**config.mk**
```make
export PLATFORM = sky130hd
export DESIGN_NAME = rlsa_ctrl
export DESIGN_NICKNAME = d
export VERILOG_FILES = /design/src/rtl/rlsa_pkg.sv /design/src/rtl/rlsa_ctrl.sv
export SDC_FILE = /design/constraint.sdc
export NUM_CORES = 1
export LEC_CHECK = 0
export BUFFER_PORTS_ARGS = -buffer_cell sky130_fd_sc_hd__buf_2
export CORE_MARGIN = 3
export CORE_UTILIZATION = 52
export CTS_CLUSTER_SIZE = 30
export DETAILED_ROUTE_END_ITERATION = 7
export GPL_TIMING_DRIVEN = 0
export PLACE_DENSITY = 0.74
export SETUP_SLACK_MARGIN = 0.15
export SLEW_MARGIN = 20
export SYNTH_ARGS = -nofsm -noshare
export SYNTH_HDL_FRONTEND = slang
export SYNTH_SLANG_ARGS = --single-unit
```
**constraint.sdc**
```tcl
create_clock -name clk -period 3.06 [get_ports clk]
set_input_delay 0.612 -clock clk [delete_from_list [all_inputs] [get_ports clk]]
set_output_delay 0.612 -clock clk [all_outputs]
set_load 0.005 [all_outputs]
```
**src/rtl/rlsa_pkg.sv**
```systemverilog
// Package for the recursive least-squares ARMAX unit: sizes, payload words,
// controller/datapath command and status types, Q16.16 helpers.
// No dependencies.
`timescale 1ns / 1ps
package rlsa_pkg;

	localparam int POLE_ORDER_DEF  = 2;
	localparam int ZERO_ORDER_DEF  = 2;
	localparam int NOISE_ORDER_DEF = 2;
	localparam int MAX_COEF        = 12;
	localparam int CIDX_W          = 4;

	localparam int REG_INIT_DIAG   = 0;
	localparam int REG_FORGET      = 1;
	localparam int CFG_IDX_W       = 1;
	localparam int CFG_DATA_W      = 32;
	localparam logic [30:0] INIT_DIAG_RST = 31'd65536;
	localparam logic [16:0] FORGET_RST    = 17'd65536;
	localparam logic [16:0] LAM_MIN       = 17'd32768;
	localparam logic [16:0] LAM_MAX       = 17'd65536;

	localparam logic signed [31:0] S32_MAX = 32'sh7FFFFFFF;
	localparam logic signed [31:0] S32_MIN = 32'sh80000000;

	typedef struct packed {
		logic               restart;
		logic signed [31:0] ctrl_in;
		logic signed [31:0] meas_out;
	} in_word_t;

	typedef struct packed {
		logic [CIDX_W-1:0]  coef_index;
		logic signed [31:0] coef_value;
		logic signed [31:0] pred_error;
		logic               last;
	} out_word_t;

	// Datapath operations issued by the controller
	typedef enum logic [3:0] {
		OP_NONE   = 4'd0,
		OP_LOAD   = 4'd1,  // restart/shift, capture input
		OP_FILL   = 4'd2,  // write scaled-identity element P(a,b)
		OP_ERR    = 4'd3,  // e accumulation, index a
		OP_ROW    = 4'd4,  // row[b] accumulation with P(a,b)
		OP_DEN    = 4'd5,  // s accumulation, index a
		OP_DIV1   = 4'd6,  // start outer/s divide for element (a,b)
		OP_DIV2   = 4'd7,  // start diff*2^16/lambda divide
		OP_PWR    = 4'd8,  // write back P(a,b)
		OP_GAIN   = 4'd9,  // gain accumulation with P(a,b)
		OP_COEF   = 4'd10, // theta[a] update
		OP_FIN    = 4'd11  // commit past values
	} op_t;

	typedef struct packed {
		op_t               op;
		logic [CIDX_W-1:0] a;
		logic [CIDX_W-1:0] b;
	} dp_cmd_t;

	typedef struct packed {
		logic div_busy;
	} dp_sts_t;

	function automatic logic signed [31:0] sat32(input logic signed [63:0] v);
		if (v > 64'sd2147483647) return S32_MAX;
		if (v < -64'sd2147483648) return S32_MIN;
		return v[31:0];
	endfunction

	// Rounded Q16.16 product (floor of (p + 2^15) / 2^16), kept wide
	function automatic logic signed [48:0] qround(input logic signed [63:0] p);
		logic signed [63:0] t;
		t = p + 64'sd32768;
		return 49'(t >>> 16);
	endfunction

endpackage

```
**src/rtl/rlsa_ctrl.sv**
```systemverilog
// Controller: sequences one update through the datapath and emits results.
// Depends on rlsa_pkg.
`timescale 1ns / 1ps
module rlsa_ctrl #(
	parameter int N = rlsa_pkg::POLE_ORDER_DEF + rlsa_pkg::ZERO_ORDER_DEF +
		rlsa_pkg::NOISE_ORDER_DEF
) (
	input  logic              clk,
	input  logic              arst_n,
	input  logic              in_valid,
	input  logic              restart,
	output logic              in_ready,
	output logic              out_valid,
	input  logic              out_ready,
	output rlsa_pkg::dp_cmd_t cmd,
	input  rlsa_pkg::dp_sts_t sts
);
	localparam int IW = rlsa_pkg::CIDX_W;

	typedef enum logic [9:0] {
		S_BOOT = 10'b0000000001,
		S_IDLE = 10'b0000000010,
		S_FILL = 10'b0000000100,
		S_ERR  = 10'b0000001000,
		S_ROW  = 10'b0000010000,
		S_DEN  = 10'b0000100000,
		S_UPD  = 10'b0001000000,
		S_GAIN = 10'b0010000000,
		S_COEF = 10'b0100000000,
		S_OUT  = 10'b1000000000
	} state_t;

	// Per-element covariance update steps
	typedef enum logic [2:0] {
		U_DIV1 = 3'b001,
		U_DIV2 = 3'b010,
		U_PWR  = 3'b100
	} upd_t;

	state_t        st_q;
	upd_t          up_q;
	logic [IW-1:0] a_q, b_q;
	logic          ph_q;
	logic          a_end, b_end;

	assign a_end     = (a_q == IW'(N - 1));
	assign b_end     = (b_q == IW'(N - 1));
	assign in_ready  = (st_q == S_IDLE);
	assign out_valid = (st_q == S_OUT);

	// Command decode; MAC passes over P alternate a read phase and a use phase
	always_comb begin
		cmd.a  = a_q;
		cmd.b  = b_q;
		cmd.op = rlsa_pkg::OP_NONE;
		case (st_q)
			S_BOOT, S_FILL: cmd.op = rlsa_pkg::OP_FILL;
			S_IDLE: if (in_valid) cmd.op = rlsa_pkg::OP_LOAD;
			S_ERR:  cmd.op = rlsa_pkg::OP_ERR;
			S_ROW:  if (ph_q) cmd.op = rlsa_pkg::OP_ROW;
			S_DEN:  cmd.op = rlsa_pkg::OP_DEN;
			S_UPD: begin
				case (up_q)
					U_DIV1: cmd.op = rlsa_pkg::OP_DIV1;
					U_DIV2: if (!sts.div_busy) cmd.op = rlsa_pkg::OP_DIV2;
					U_PWR:  if (!sts.div_busy) cmd.op = rlsa_pkg::OP_PWR;
					default: cmd.op = rlsa_pkg::OP_NONE;
				endcase
			end
			S_GAIN: if (ph_q) cmd.op = rlsa_pkg::OP_GAIN;
			S_COEF: cmd.op = rlsa_pkg::OP_COEF;
			S_OUT:  if (out_ready && a_end) cmd.op = rlsa_pkg::OP_FIN;
			default: cmd.op = rlsa_pkg::OP_NONE;
		endcase
	end

	always_ff @(posedge clk or negedge arst_n) begin
		if (!arst_n) begin
			st_q <= S_BOOT;
			up_q <= U_DIV1;
			a_q  <= '0;
			b_q  <= '0;
			ph_q <= 1'b0;
		end else begin
			case (st_q)
				S_BOOT, S_FILL: begin
					b_q <= b_end ? '0 : b_q + 1'b1;
					if (b_end) begin
						a_q <= a_end ? '0 : a_q + 1'b1;
						if (a_end) st_q <= (st_q == S_BOOT) ? S_IDLE : S_ERR;
					end
				end
				S_IDLE: if (in_valid) begin
					st_q <= restart ? S_FILL : S_ERR;
					a_q  <= '0;
					b_q  <= '0;
				end
				S_ERR: begin
					a_q <= a_end ? '0 : a_q + 1'b1;
					if (a_end) st_q <= S_ROW;
				end
				S_ROW: begin
					ph_q <= ~ph_q;
					if (ph_q) begin
						a_q <= a_end ? '0 : a_q + 1'b1;
						if (a_end) begin
							b_q <= b_end ? '0 : b_q + 1'b1;
							if (b_end) st_q <= S_DEN;
						end
					end
				end
				S_DEN: begin
					a_q <= a_end ? '0 : a_q + 1'b1;
					if (a_end) begin
						st_q <= S_UPD;
						up_q <= U_DIV1;
					end
				end
				S_UPD: begin
					case (up_q)
						U_DIV1: up_q <= U_DIV2;
						U_DIV2: if (!sts.div_busy) up_q <= U_PWR;
						U_PWR: if (!sts.div_busy) begin
							up_q <= U_DIV1;
							b_q  <= b_end ? '0 : b_q + 1'b1;
							if (b_end) begin
								a_q <= a_end ? '0 : a_q + 1'b1;
								if (a_end) st_q <= S_GAIN;
							end
						end
						default: up_q <= U_DIV1;
					endcase
				end
				S_GAIN: begin
					ph_q <= ~ph_q;
					if (ph_q) begin
						b_q <= b_end ? '0 : b_q + 1'b1;
						if (b_end) st_q <= S_COEF;
					end
				end
				S_COEF: begin
					a_q  <= a_end ? '0 : a_q + 1'b1;
					st_q <= a_end ? S_OUT : S_GAIN;
				end
				S_OUT: if (out_ready) begin
					a_q <= a_end ? '0 : a_q + 1'b1;
					if (a_end) st_q <= S_IDLE;
				end
				default: st_q <= S_IDLE;
			endcase
		end
	end
endmodule

```
# ---- After elaboration in Yosys (flattened, before gate mapping)
# Index checks and enable logic that the tools add are counted.
dict set report totals {
  ff_bits 22
  input_bits 6
  out_inout_bits 14
  word_cells 100
}
dict set report op_classes {
  n_addsub 2
  eq_ne 33
  n_mux 48
  bitwise 1
  reduce_logical 11
}
# operator count
set ops {}
lappend ops {{$mux W10} 17}
lappend ops {{$pmux W10 S9} 1}
lappend ops {{$mux W4} 18}
lappend ops {{$pmux W4 S9} 1}
lappend ops {{$ne A2 B2 Y1 const B} 14}
lappend ops {{$pmux W4 S6} 1}
lappend ops {{$pmux W4 S5} 1}
lappend ops {{$reduce_and A16 Y1} 1}
lappend ops {{$mux W3} 5}
lappend ops {{$pmux W4 S3} 1}
lappend ops {{$eq A10 B1 Y1 const B} 1}
lappend ops {{$eq A10 B10 Y1 const B} 1}
lappend ops {{$eq A10 B2 Y1 const B} 1}
lappend ops {{$eq A10 B3 Y1 const B} 1}
lappend ops {{$eq A10 B4 Y1 const B} 1}
lappend ops {{$eq A10 B5 Y1 const B} 1}
lappend ops {{$eq A10 B6 Y1 const B} 1}
lappend ops {{$eq A10 B7 Y1 const B} 1}
lappend ops {{$eq A10 B8 Y1 const B} 1}
lappend ops {{$eq A10 B9 Y1 const B} 1}
lappend ops {{$pmux W3 S3} 1}
lappend ops {{$add A4 B1 Y4 const B} 2}
lappend ops {{$eq A4 B3 Y1 const B} 2}
lappend ops {{$reduce_and A7 Y1} 1}
lappend ops {{other kinds (16)} 19}

# ---- Logic depth before layout (Yosys ltp)
# Gate-level depths: netlist of the first run.
dict set report depth {
  depth_word 6
  mapped_depth 8
  ltp_nobuf 8
}

# ---- Worst setup path after synthesis of the first run
# OpenSTA, ideal clock, no wires.
dict set report synth_timing {
  path_kind {flip-flop to output port}
  from {reg st_q[1]}
  to {out cmd[11] in the netlist's numbering}
  arrival_time_ns 2.003
  required_time_ns 2.448
  setup_slack_ns 0.445
  path_stages_with_launch 8
  path_buffers 1
  cell_sequence {dfrtp_1 > buf_6 > or4_4 > or2_4 > nor4b_2 > nand3_1 > a21boi_1 > o211ai_1}
}
# element line
set synth_lines {}
lappend synth_lines {{start: declaration} rlsa_ctrl.sv:40} ;# state_t st_q;
lappend synth_lines {{start signal: assignment} rlsa_ctrl.sv:90} ;# if (a_end) st_q <= (st_q == S_BOOT) ? S_IDLE : S_ERR;
lappend synth_lines {{start signal: assignment} rlsa_ctrl.sv:94} ;# st_q <= restart ? S_FILL : S_ERR;
lappend synth_lines {{start signal: assignment} rlsa_ctrl.sv:143} ;# st_q <= a_end ? S_OUT : S_GAIN;
lappend synth_lines {{end: declaration} rlsa_ctrl.sv:15} ;# output rlsa_pkg::dp_cmd_t cmd,

==> flow_summary.json, run 1 <==
{
  "status": "finished, final reports clean",
  "cell_type_contributing_the_most_total_cell_area_after_synthesis": "dfrtp_1",
  "combPwrFrac": 0.649,
  "cap_violations": 0,
  "pre_cts_slack_ps": 225,
  "top_level_ports": 20,
  "drt_drc_violations_left": 0,
  "critical_path.max_fanout": 2,
  "clock_sink_count": 22,
  "setup-tns-final_ps": 0,
  "fill_cells": 287,
  "rsz_0062_raised_after_global_routing": "yes",
  "cts-root-to-sink-buffers": 2,
  "drv_slew": 0,
  "p_total_mw": 1.66,
  "synthesis.nets": 202,
  "power_report.internal_total_uw": 909,
  "drt_first_iter_violations": 155,
  "highest_attainable_clock_frequency_mhz": 339,
  "synth_most_common_cell": "dfrtp_1",
  "grt_start_max_net_pins": 23,
  "endpoint_kind": "output port",
  "cts_inserted_buffers": 3,
  "switching_part_of_the_total": 0.452,
  "flop_and_latch_count_out_of_synthesis": 22,
  "critical_path.startpoint_type": "flip-flop",
  "die_h_microns": 64,
  "synth_top_area_share": 0.286,
  "antenna_violations_before_repair": 0,
  "synth_edf_count": 0,
  "ir_worst_vdd_uv": 428,
  "clock_share_of_power": 0.080,
  "grt_pass1_vias": 1660,
  "drt-total-wl_microns": 4370,
  "initial_utilization": 0.559,
  "headroom_to_the_max_slew_limit": 0.474,
  "nNetsFinal": 236,
  "timing.setup.critical_path_class": "reg2out",
  "synth.top_cells.by_count": "dfrtp_1 (20), o21ai_0 (18), nor2_1 (16), nand2_1 (15), nor3_1 (9)",
  "final_core_util": 0.649,
  "power_frac_seq": 0.271,
  "report.final.hold_viol_count": 0,
  "yosys_most_used_dff": "dfrtp_1",
  "core-area_sq_mm": 0.00313,
  "dr_pass1_iterations": 4,
  "cts_max_level": 1,
  "avgRoutedWirePerCell_microns": 16.3,
  "syn_inst": 192,
  "synth.yosys.warnings": 0,
  "antenna-diode-count": 0,
  "globalRouteOverflowTotal": 0,
  "port_buffers": 19,
  "cts_root_buf": "clkbuf_4",
  "synthArstFlopShare": 1.00,
  "placement.cell_area_sq_mm": 0.00190,
  "p_switching_uw": 750,
  "timing.final.setup_violations": 0,
  "flow.area_growth_from_synthesis_pct": 16.1,
  "clock_insertion_delay_worst_skew_ps": 310,
  "worstHoldPathType": "in2async",
  "die_area_sq_mm": 0.00410,
  "gp_congestion": 0.918,
  "min_period_ps": 2950,
  "tightestPinTransition_ps": 779,
  "post_synth_instance_area_sq_mm": 0.00175,
  "avgViaCountPerCell": 6.12,
  "layout-drive-gt1-share": 0.313,
  "top_cells_by_area_in_the_synthesized_netlist": "dfrtp_1 (29%), o21ai_0 (5.2%), mux2_4 (5.2%), nor2_1 (3.4%), nand2_1 (3.2%)",
  "clock_skew_ps": 8.34,
  "cellLeakagePower_nw": 0.926,
  "ys_types": 61,
  "wire_length_of_the_first_global_routing_pass_microns": 7510,
  "ant_nets": 0,
  "cts_tree": "done",
  "fin_crit_share": 0.965,
  "clk_pin_slew_ps": 120,
  "layout_setup_ws_ps": 107,
  "synth.yosys.seq_area_share": 0.316,
  "syn_avg_cell_area_sq_um": 9.11,
  "required_ps": 2450,
  "placement_rows": 20,
  "place.detailed.hpwl_microns": 3230,
  "detailroute.via_count": 1640,
  "worstPathArrival_ps": 2340,
  "final_area_sq_mm": 0.00203,
  "die_width_microns": 64,
  "pwr_density_cell_mw_per_mm2": 817,
  "track_usage": 0.229
}
## cells in the final DEF (no fill, tap or decap), types with 2 or more instances in the layout
cell type / synthesis / final
buf_2: 8 / 27
dfrtp_1: 20 / 19
o21ai_0: 18 / 18
nor2_1: 16 / 15
nand2_1: 15 / 15
buf_4: 0 / 10
nor3_1: 9 / 8
inv_1: 6 / 6
mux2_4: 6 / 6
nand4_1: 5 / 5
xnor2_1: 5 / 5
nand3b_1: 5 / 5
nand3_1: 5 / 4
xor2_1: 4 / 4
ha_1: 4 / 4
o211ai_1: 3 / 3
nor2b_1: 3 / 3
o31ai_1: 3 / 3
nand4b_1: 3 / 3
clkbuf_4: 0 / 3
or4_4: 2 / 2
nor4b_1: 2 / 2
clkbuf_1: 2 / 2
and3b_1: 2 / 2
nand2b_1: 2 / 2
or3b_2: 2 / 2
and4_1: 2 / 2
nor4_1: 2 / 2
mux2i_1: 2 / 2
dfstp_2: 2 / 2
## metrics by stage
stage / std cells / hold WS [ps]
global placement: 255 / 497
floorplan: 192 / 316
finish: 268 / 241
CTS: 267 / 251
detailed placement: 255 / 515
global route: 268 / 265
## registers in the layout (all words and copies together) (netlist names)
| register | count |
|---|---|
| st_q | 10 |
| up_q | 3 |
| ph_q | 1 |
| b_q | 4 |
| a_q | 4 |
## cell families (layout without fill, tap and decap cells)
logic type               count (synthesis)  count (layout)  share of synthesized area
adder cells (fa/ha/maj)                  4               4                     0.0286
multiplexers                             8               8                     0.0629
AO/OA/AOI/OAI                           45              45                      0.187
flip-flops                              22              22                      0.316
buffers and inverters                   17              49                     0.0465
XOR/XNOR                                 9               9                     0.0451
AND/OR/NAND/NOR                         87              87                      0.314
## worst max-delay path, cell delays in order, from the launching register on
cell and delay (ps):
dfrtp_2 440, or4_4 530, or2_4 280, nor4b_4 250, nand3_2 110, a21boi_4 160
o211ai_1 110, buf_2 150
## what timing repair did
action / in CTS / in global routing
hold buffers: 0 / 0
gates resized for setup: 5 / 3
setup buffers: 9 / 1
pin swaps: 7 / 1
setup endpoints to repair: 4 / 4
## per-layer routing
metal  vias to the layer above  track usage  wire length (microns)
li1                        778            -                      -
met4                         0       0.0782                     70
met1                       796        0.302                   1970
met3                        13       0.0334                    192
met2                        53        0.382                   2140
met5                         -            0                      0
## area by class of cell
class,count,area (sq um),area share
Buffer,11,58.8,0.0290
Clock buffer,3,22.5,0.0111
Inverter,6,22.5,0.0111
Multi-Input combinational cell,153,1150,0.565
Sequential cell,22,554,0.273
Tap cell,44,55.1,0.0271
Timing Repair Buffer,29,170,0.0838
## power by group through the flow
| stage | registers (mW) | clock network [mW] | logic, mW |
|---|---|---|---|
| floorplan | 0.437 | 0 | 0.764 |
| global placement | 0.443 | 0 | 0.965 |
| detailed placement | 0.451 | 0 | 0.994 |
| CTS | 0.446 | 0.137 | 1.06 |
| global route | 0.465 | 0.154 | 1.17 |
| finish | 0.449 | 0.133 | 1.08 |
## worst paths after layout
check                             start      end  slack, ps  depth (start not counted)
worst max register to register  st_q[7]  st_q[7]        590                          8
worst min register to register   b_q[3]   b_q[3]        520                          1
worst min-delay path             arst_n  st_q[4]        240                          1
max in group asynchronous        arst_n  up_q[0]       2460                          1
worst max-delay path            st_q[8]  cmd[11]        110                          7
min in group clk                 b_q[3]   b_q[3]        520                          1
Note: power is estimated with default switching activity, not from simulation.
==> inputs of run 2 (changes only) <==
SETUP_SLACK_MARGIN = 0.5   (was 0.15)
==> run 2 against run 1 <==
  * Clock-buffer cell count did not move
  * Via count fell by 0.73%
  * Power rose by 3.3%
  * Clock power rose by 3%
  * Core utilization rose by 1.8 points
  * Non-clock buffer count rose by 2
  * Critical endpoint unchanged
  * Largest cell class unchanged
==> flow_summary.json, run 2 (synthesis results as in run 1) <==
{
  "dr_pass1_iterations": 4,
  "fin_cells": 270,
  "globalRouteOverflowTotal": 0,
  "track_usage": 0.236,
  "gr-usage-met1": 0.302,
  "cts_max_level": 1,
  "worstRegToRegCells": 6,
  "grt-busiest-layer": "met2",
  "ir_worst_vdd_uv": 493,
  "placement_rows": 20,
  "top_level_ports": 20,
  "drt_drc_violations_left": 0,
  "timing.final.setup_violations": 0,
  "cts_inserted_buffers": 3,
  "ant_nets": 0,
  "die_h_microns": 64,
  "die_width_microns": 64,
  "detailroute.via_count": 1628,
  "critical_path.startpoint_type": "flip-flop",
  "clock_skew_ps": 8.50,
  "cap_violations": 0,
  "cts_root_buf": "clkbuf_4",
  "timing.setup.critical_path_class": "reg2out",
  "min_period_ps": 2990,
  "clock_sink_count": 22,
  "top_regs": "st_q (10), a_q (4), b_q (4)",
  "status": "finished, final reports clean",
  "drv_slew": 0,
  "avgViaCountPerCell": 6.03,
  "critical_path.max_fanout": 3,
  "flow.area_growth_from_synthesis_pct": 19.2,
  "clock_insertion_delay_worst_skew_ps": 310,
  "drt-total-wl_microns": 4580,
  "layout.cells.most_common_list": "buf_2 (26), dfrtp_1 (19), o21ai_0 (17)",
  "p_total_mw": 1.71,
  "report.final.hold_viol_count": 0,
  "required_ps": 2450,
  "setup-tns-final_ps": 0,
  "grt_start_max_net_pins": 23,
  "antenna_violations_before_repair": 0,
  "port_buffers": 19,
  "die_area_sq_mm": 0.00410,
  "drt_first_iter_violations": 128,
  "final_core_util": 0.667,
  "tightestPinTransition_ps": 528,
  "layout-drive-gt1-share": 0.341,
  "cts-root-to-sink-buffers": 2,
  "largest_register_ff_count": 10,
  "layout.cells.most_common": "buf_2",
  "place.detailed.hpwl_microns": 3290,
  "highest_attainable_clock_frequency_mhz": 334,
  "cellLeakagePower_nw": 0.932,
  "avgRoutedWirePerCell_microns": 16.9,
  "rsz_0062_raised_after_global_routing": "yes",
  "nNetsFinal": 238,
  "worstPathArrival_ps": 2380,
  "fin_crit_share": 0.978,
  "pwr_density_cell_mw_per_mm2": 821,
  "gp_congestion": 0.922,
  "largest_register": "st_q",
  "antenna-diode-count": 0,
  "global_route.usage.met2": 0.399,
  "endpoint_kind": "output port",
  "clk_pin_slew_ps": 130,
  "grt_pass1_vias": 1621,
  "global_route.usage.met3": 0.0422,
  "core-area_sq_mm": 0.00313,
  "headroom_to_the_max_slew_limit": 0.643,
  "cts_tree": "done",
  "initial_utilization": 0.559,
  "worstHoldPathType": "in2async",
  "numPlacedInstances": 255,
  "wire_length_of_the_first_global_routing_pass_microns": 7640
}
-- run 2: layout make-up --
| cell class | count | area [sq um] |
|---|---|---|
| buffer | 11 | 58.8 |
| clock buffer | 3 | 22.5 |
| fill | 284 | 1040 |
| inverter | 6 | 22.5 |
| multi-input combinational | 153 | 1180 |
| sequential | 22 | 554 |
| tap | 44 | 55.1 |
| timing repair buffer | 31 | 191 |
-- run 2: critical path: stages (launching register included) --
cell and delay (ps):
dfrtp_2 460, or4_4 540, or2_4 280, nor4b_4 220, nand3_1 150, a21boi_1 170, o211ai_1 120, buf_2 140
-- run 2: metrics by stage --
stage,worst slack [ps],hold slack (ps),cell area (sq um)
2_1_floorplan,526,316,1760
3_3_place_gp,317,502,1910
3_5_place_dp,264,502,1910
4_1_cts,83.8,267,2020
5_1_grt,-50.8,272,2090
6_report,66.1,242,2090
-- run 2: what timing repair did --
item / CTS / global route
pin swaps: 6 / 4
gates resized for setup: 6 / 11
buffers inserted: 10 / 2
hold buffers: 0 / 0
endpoints found under the setup margin: 6 / 14
-- run 2: layer usage --
metal	wire (microns)	vias to the layer above
met5	0	-
met1	1990	785
li1	-	785
met3	278	8
met2	2240	50
met4	69	0
-- run 2: power breakdown --
part / total, mW / switching (mW) / internal, mW
Clock: 0.137 / 0.0909 / 0.0460
Combinational: 1.13 / 0.622 / 0.513
Sequential: 0.442 / 0.0709 / 0.371
Total: 1.71 / 0.784 / 0.930
-- run 2: worst paths after layout --
| check | startpoint | end | slack [ps] |
|---|---|---|---|
| worst max-delay path | st_q[8] | cmd[11] | 70 |
| worst min-delay path | arst_n | st_q[4] | 240 |
| worst max register to register | st_q[8] | st_q[7] | 530 |
| worst min register to register | b_q[3] | b_q[3] | 520 |
| max in group asynchronous | arst_n | up_q[0] | 2440 |
| min in group clk | b_q[3] | b_q[3] | 520 |
==> inputs of run 3 (changes only) <==
CAP_MARGIN = 10   (was not set)
clock period = 3.9 ns   (was 3.06 ns; I/O delays follow)
==> run 3 against run 2 <==
  * Setup slack better by 550 ps
  * Clock skew grew 2.4 ps
  * Largest cell class unchanged
  * Die area unchanged
  * Critical path depth up 1
  * Via count fell by 3.1%
  * Clock-buffer cell count unchanged
  * Flip-flop and latch count did not move
  * Cell count decreased by 3.7%
  * Combinational power decreased by 28%
==> flow_summary.json, run 3 (synthesis results as in run 1) <==
{
  "timing.setup.critical_path_class": "reg2out",
  "min_period_ps": 3290,
  "clk_pin_slew_ps": 130,
  "layout-drive-gt1-share": 0.282,
  "globalRouteOverflowTotal": 0,
  "critical_path.startpoint_type": "flip-flop",
  "cellLeakagePower_nw": 0.881,
  "placement_rows": 20,
  "final_area_sq_mm": 0.00196,
  "global_route.usage.met3": 0.0334,
  "required_ps": 3120,
  "layout.cells.most_common_list": "buf_2 (27), dfrtp_1 (20), o21ai_0 (18)",
  "placement.cell_area_sq_mm": 0.00190,
  "report.final.hold_viol_count": 0,
  "clock_insertion_delay_worst_skew_ps": 310,
  "top_regs": "st_q (10), a_q (4), b_q (4)",
  "die_h_microns": 64,
  "critical_path.max_fanout": 9,
  "dr_pass1_iterations": 4,
  "detailroute.via_count": 1578,
  "nNetsFinal": 228,
  "initial_utilization": 0.559,
  "gp_congestion": 0.918,
  "flow.area_growth_from_synthesis_pct": 12.2,
  "global_route.usage.met2": 0.361,
  "die_width_microns": 64,
  "grt_start_max_net_pins": 23,
  "layout.cells.most_common": "buf_2",
  "largest_register_ff_count": 10,
  "cts_max_level": 1,
  "setup-tns-final_ps": 0,
  "drt_first_iter_violations": 115,
  "place.detailed.hpwl_microns": 3230,
  "grt_pass1_vias": 1578,
  "timing.final.setup_violations": 0,
  "port_buffers": 19,
  "clock_sink_count": 22,
  "status": "finished, final reports clean",
  "p_total_mw": 1.26,
  "ir_worst_vdd_uv": 338,
  "track_usage": 0.218,
  "fin_crit_share": 0.843,
  "drv_slew": 0,
  "wire_length_of_the_first_global_routing_pass_microns": 7180,
  "avgViaCountPerCell": 6.07,
  "gr-usage-met1": 0.293,
  "cts_tree": "done",
  "headroom_to_the_max_slew_limit": 0.474,
  "fill_cells": 293,
  "clock_skew_ps": 10.9,
  "grt-busiest-layer": "met2",
  "drt_drc_violations_left": 0,
  "pwr_density_cell_mw_per_mm2": 644,
  "cts-root-to-sink-buffers": 2,
  "worstPathArrival_ps": 2510,
  "die_area_sq_mm": 0.00410,
  "antenna_violations_before_repair": 0,
  "highest_attainable_clock_frequency_mhz": 304,
  "antenna-diode-count": 0,
  "drt-total-wl_microns": 4170,
  "largest_register": "st_q",
  "final_core_util": 0.627,
  "worstHoldPathType": "in2async",
  "top_level_ports": 20,
  "ant_nets": 0,
  "cts_inserted_buffers": 3,
  "tightestPinTransition_ps": 779,
  "rsz_0062_raised_after_global_routing": "yes",
  "avgRoutedWirePerCell_microns": 16.0,
  "core-area_sq_mm": 0.00313,
  "endpoint_kind": "output port",
  "cts_root_buf": "clkbuf_4",
  "cap_violations": 0,
  "timing.hold.ws_ps": 404
}
-- run 3: cell count changes in the layout (fill, tap and decap cells not counted), sizes merged --
cell,change
buf,-10
-- run 3: power breakdown --
group	internal [mW]	switching, mW
registers	0.291	0.0587
clock network	0.0361	0.0692
logic	0.363	0.446
total	0.690	0.574
-- run 3: path summary, 6_finish.rpt --
check                           startpoint       to  slack, ps  cells after the start
min in group clk                    b_q[3]   b_q[3]        520                      1
worst min register to register      b_q[3]   b_q[3]        520                      1
max in group asynchronous           arst_n  up_q[0]       3130                      1
worst max register to register     st_q[1]  st_q[7]       1370                      8
worst max-delay path               st_q[1]  cmd[11]        610                      8
worst min-delay path                arst_n  st_q[4]        400                      1
-- run 3: layout make-up --
cell class	count	area, sq um	area share
multi-input cells	153	1140	0.581
flip-flops and latches	22	553	0.282
repair buffers	21	110	0.0561
plain buffers	11	58.8	0.0300
well taps	44	55.1	0.0281
clock buffers	3	22.5	0.0115
inverters	6	22.5	0.0115
-- run 3: stage by stage --
stage               worst slack [ps]  instances
floorplan                       1120        192
global placement                 930        255
detailed placement               897        255
CTS                              528        258
global route                     515        260
finish                           614        260
-- run 3: layer usage --
metal  share of wire  vias up
met5               0        -
met4           0.011        0
met3           0.047        6
met2            0.48       42
met1            0.46      765
li1                -      765
-- run 3: what timing repair did --
action | 4_1_cts | 5_1_grt
endpoints found under the setup margin | 0 | 3
hold endpoints to repair | 0 | 0
resized for setup | 0 | 6
hold buffers | 0 | 0
setup buffers | 0 | 2
-- run 3: worst max-delay path: stages (launching register included) --
cell and delay, ps:
dfrtp_1 400, buf_6 140, or4_4 580, or2_4 290, nor4b_4 240, nand3_2 110, a21boi_2 180, o211ai_1 100
buf_2 150
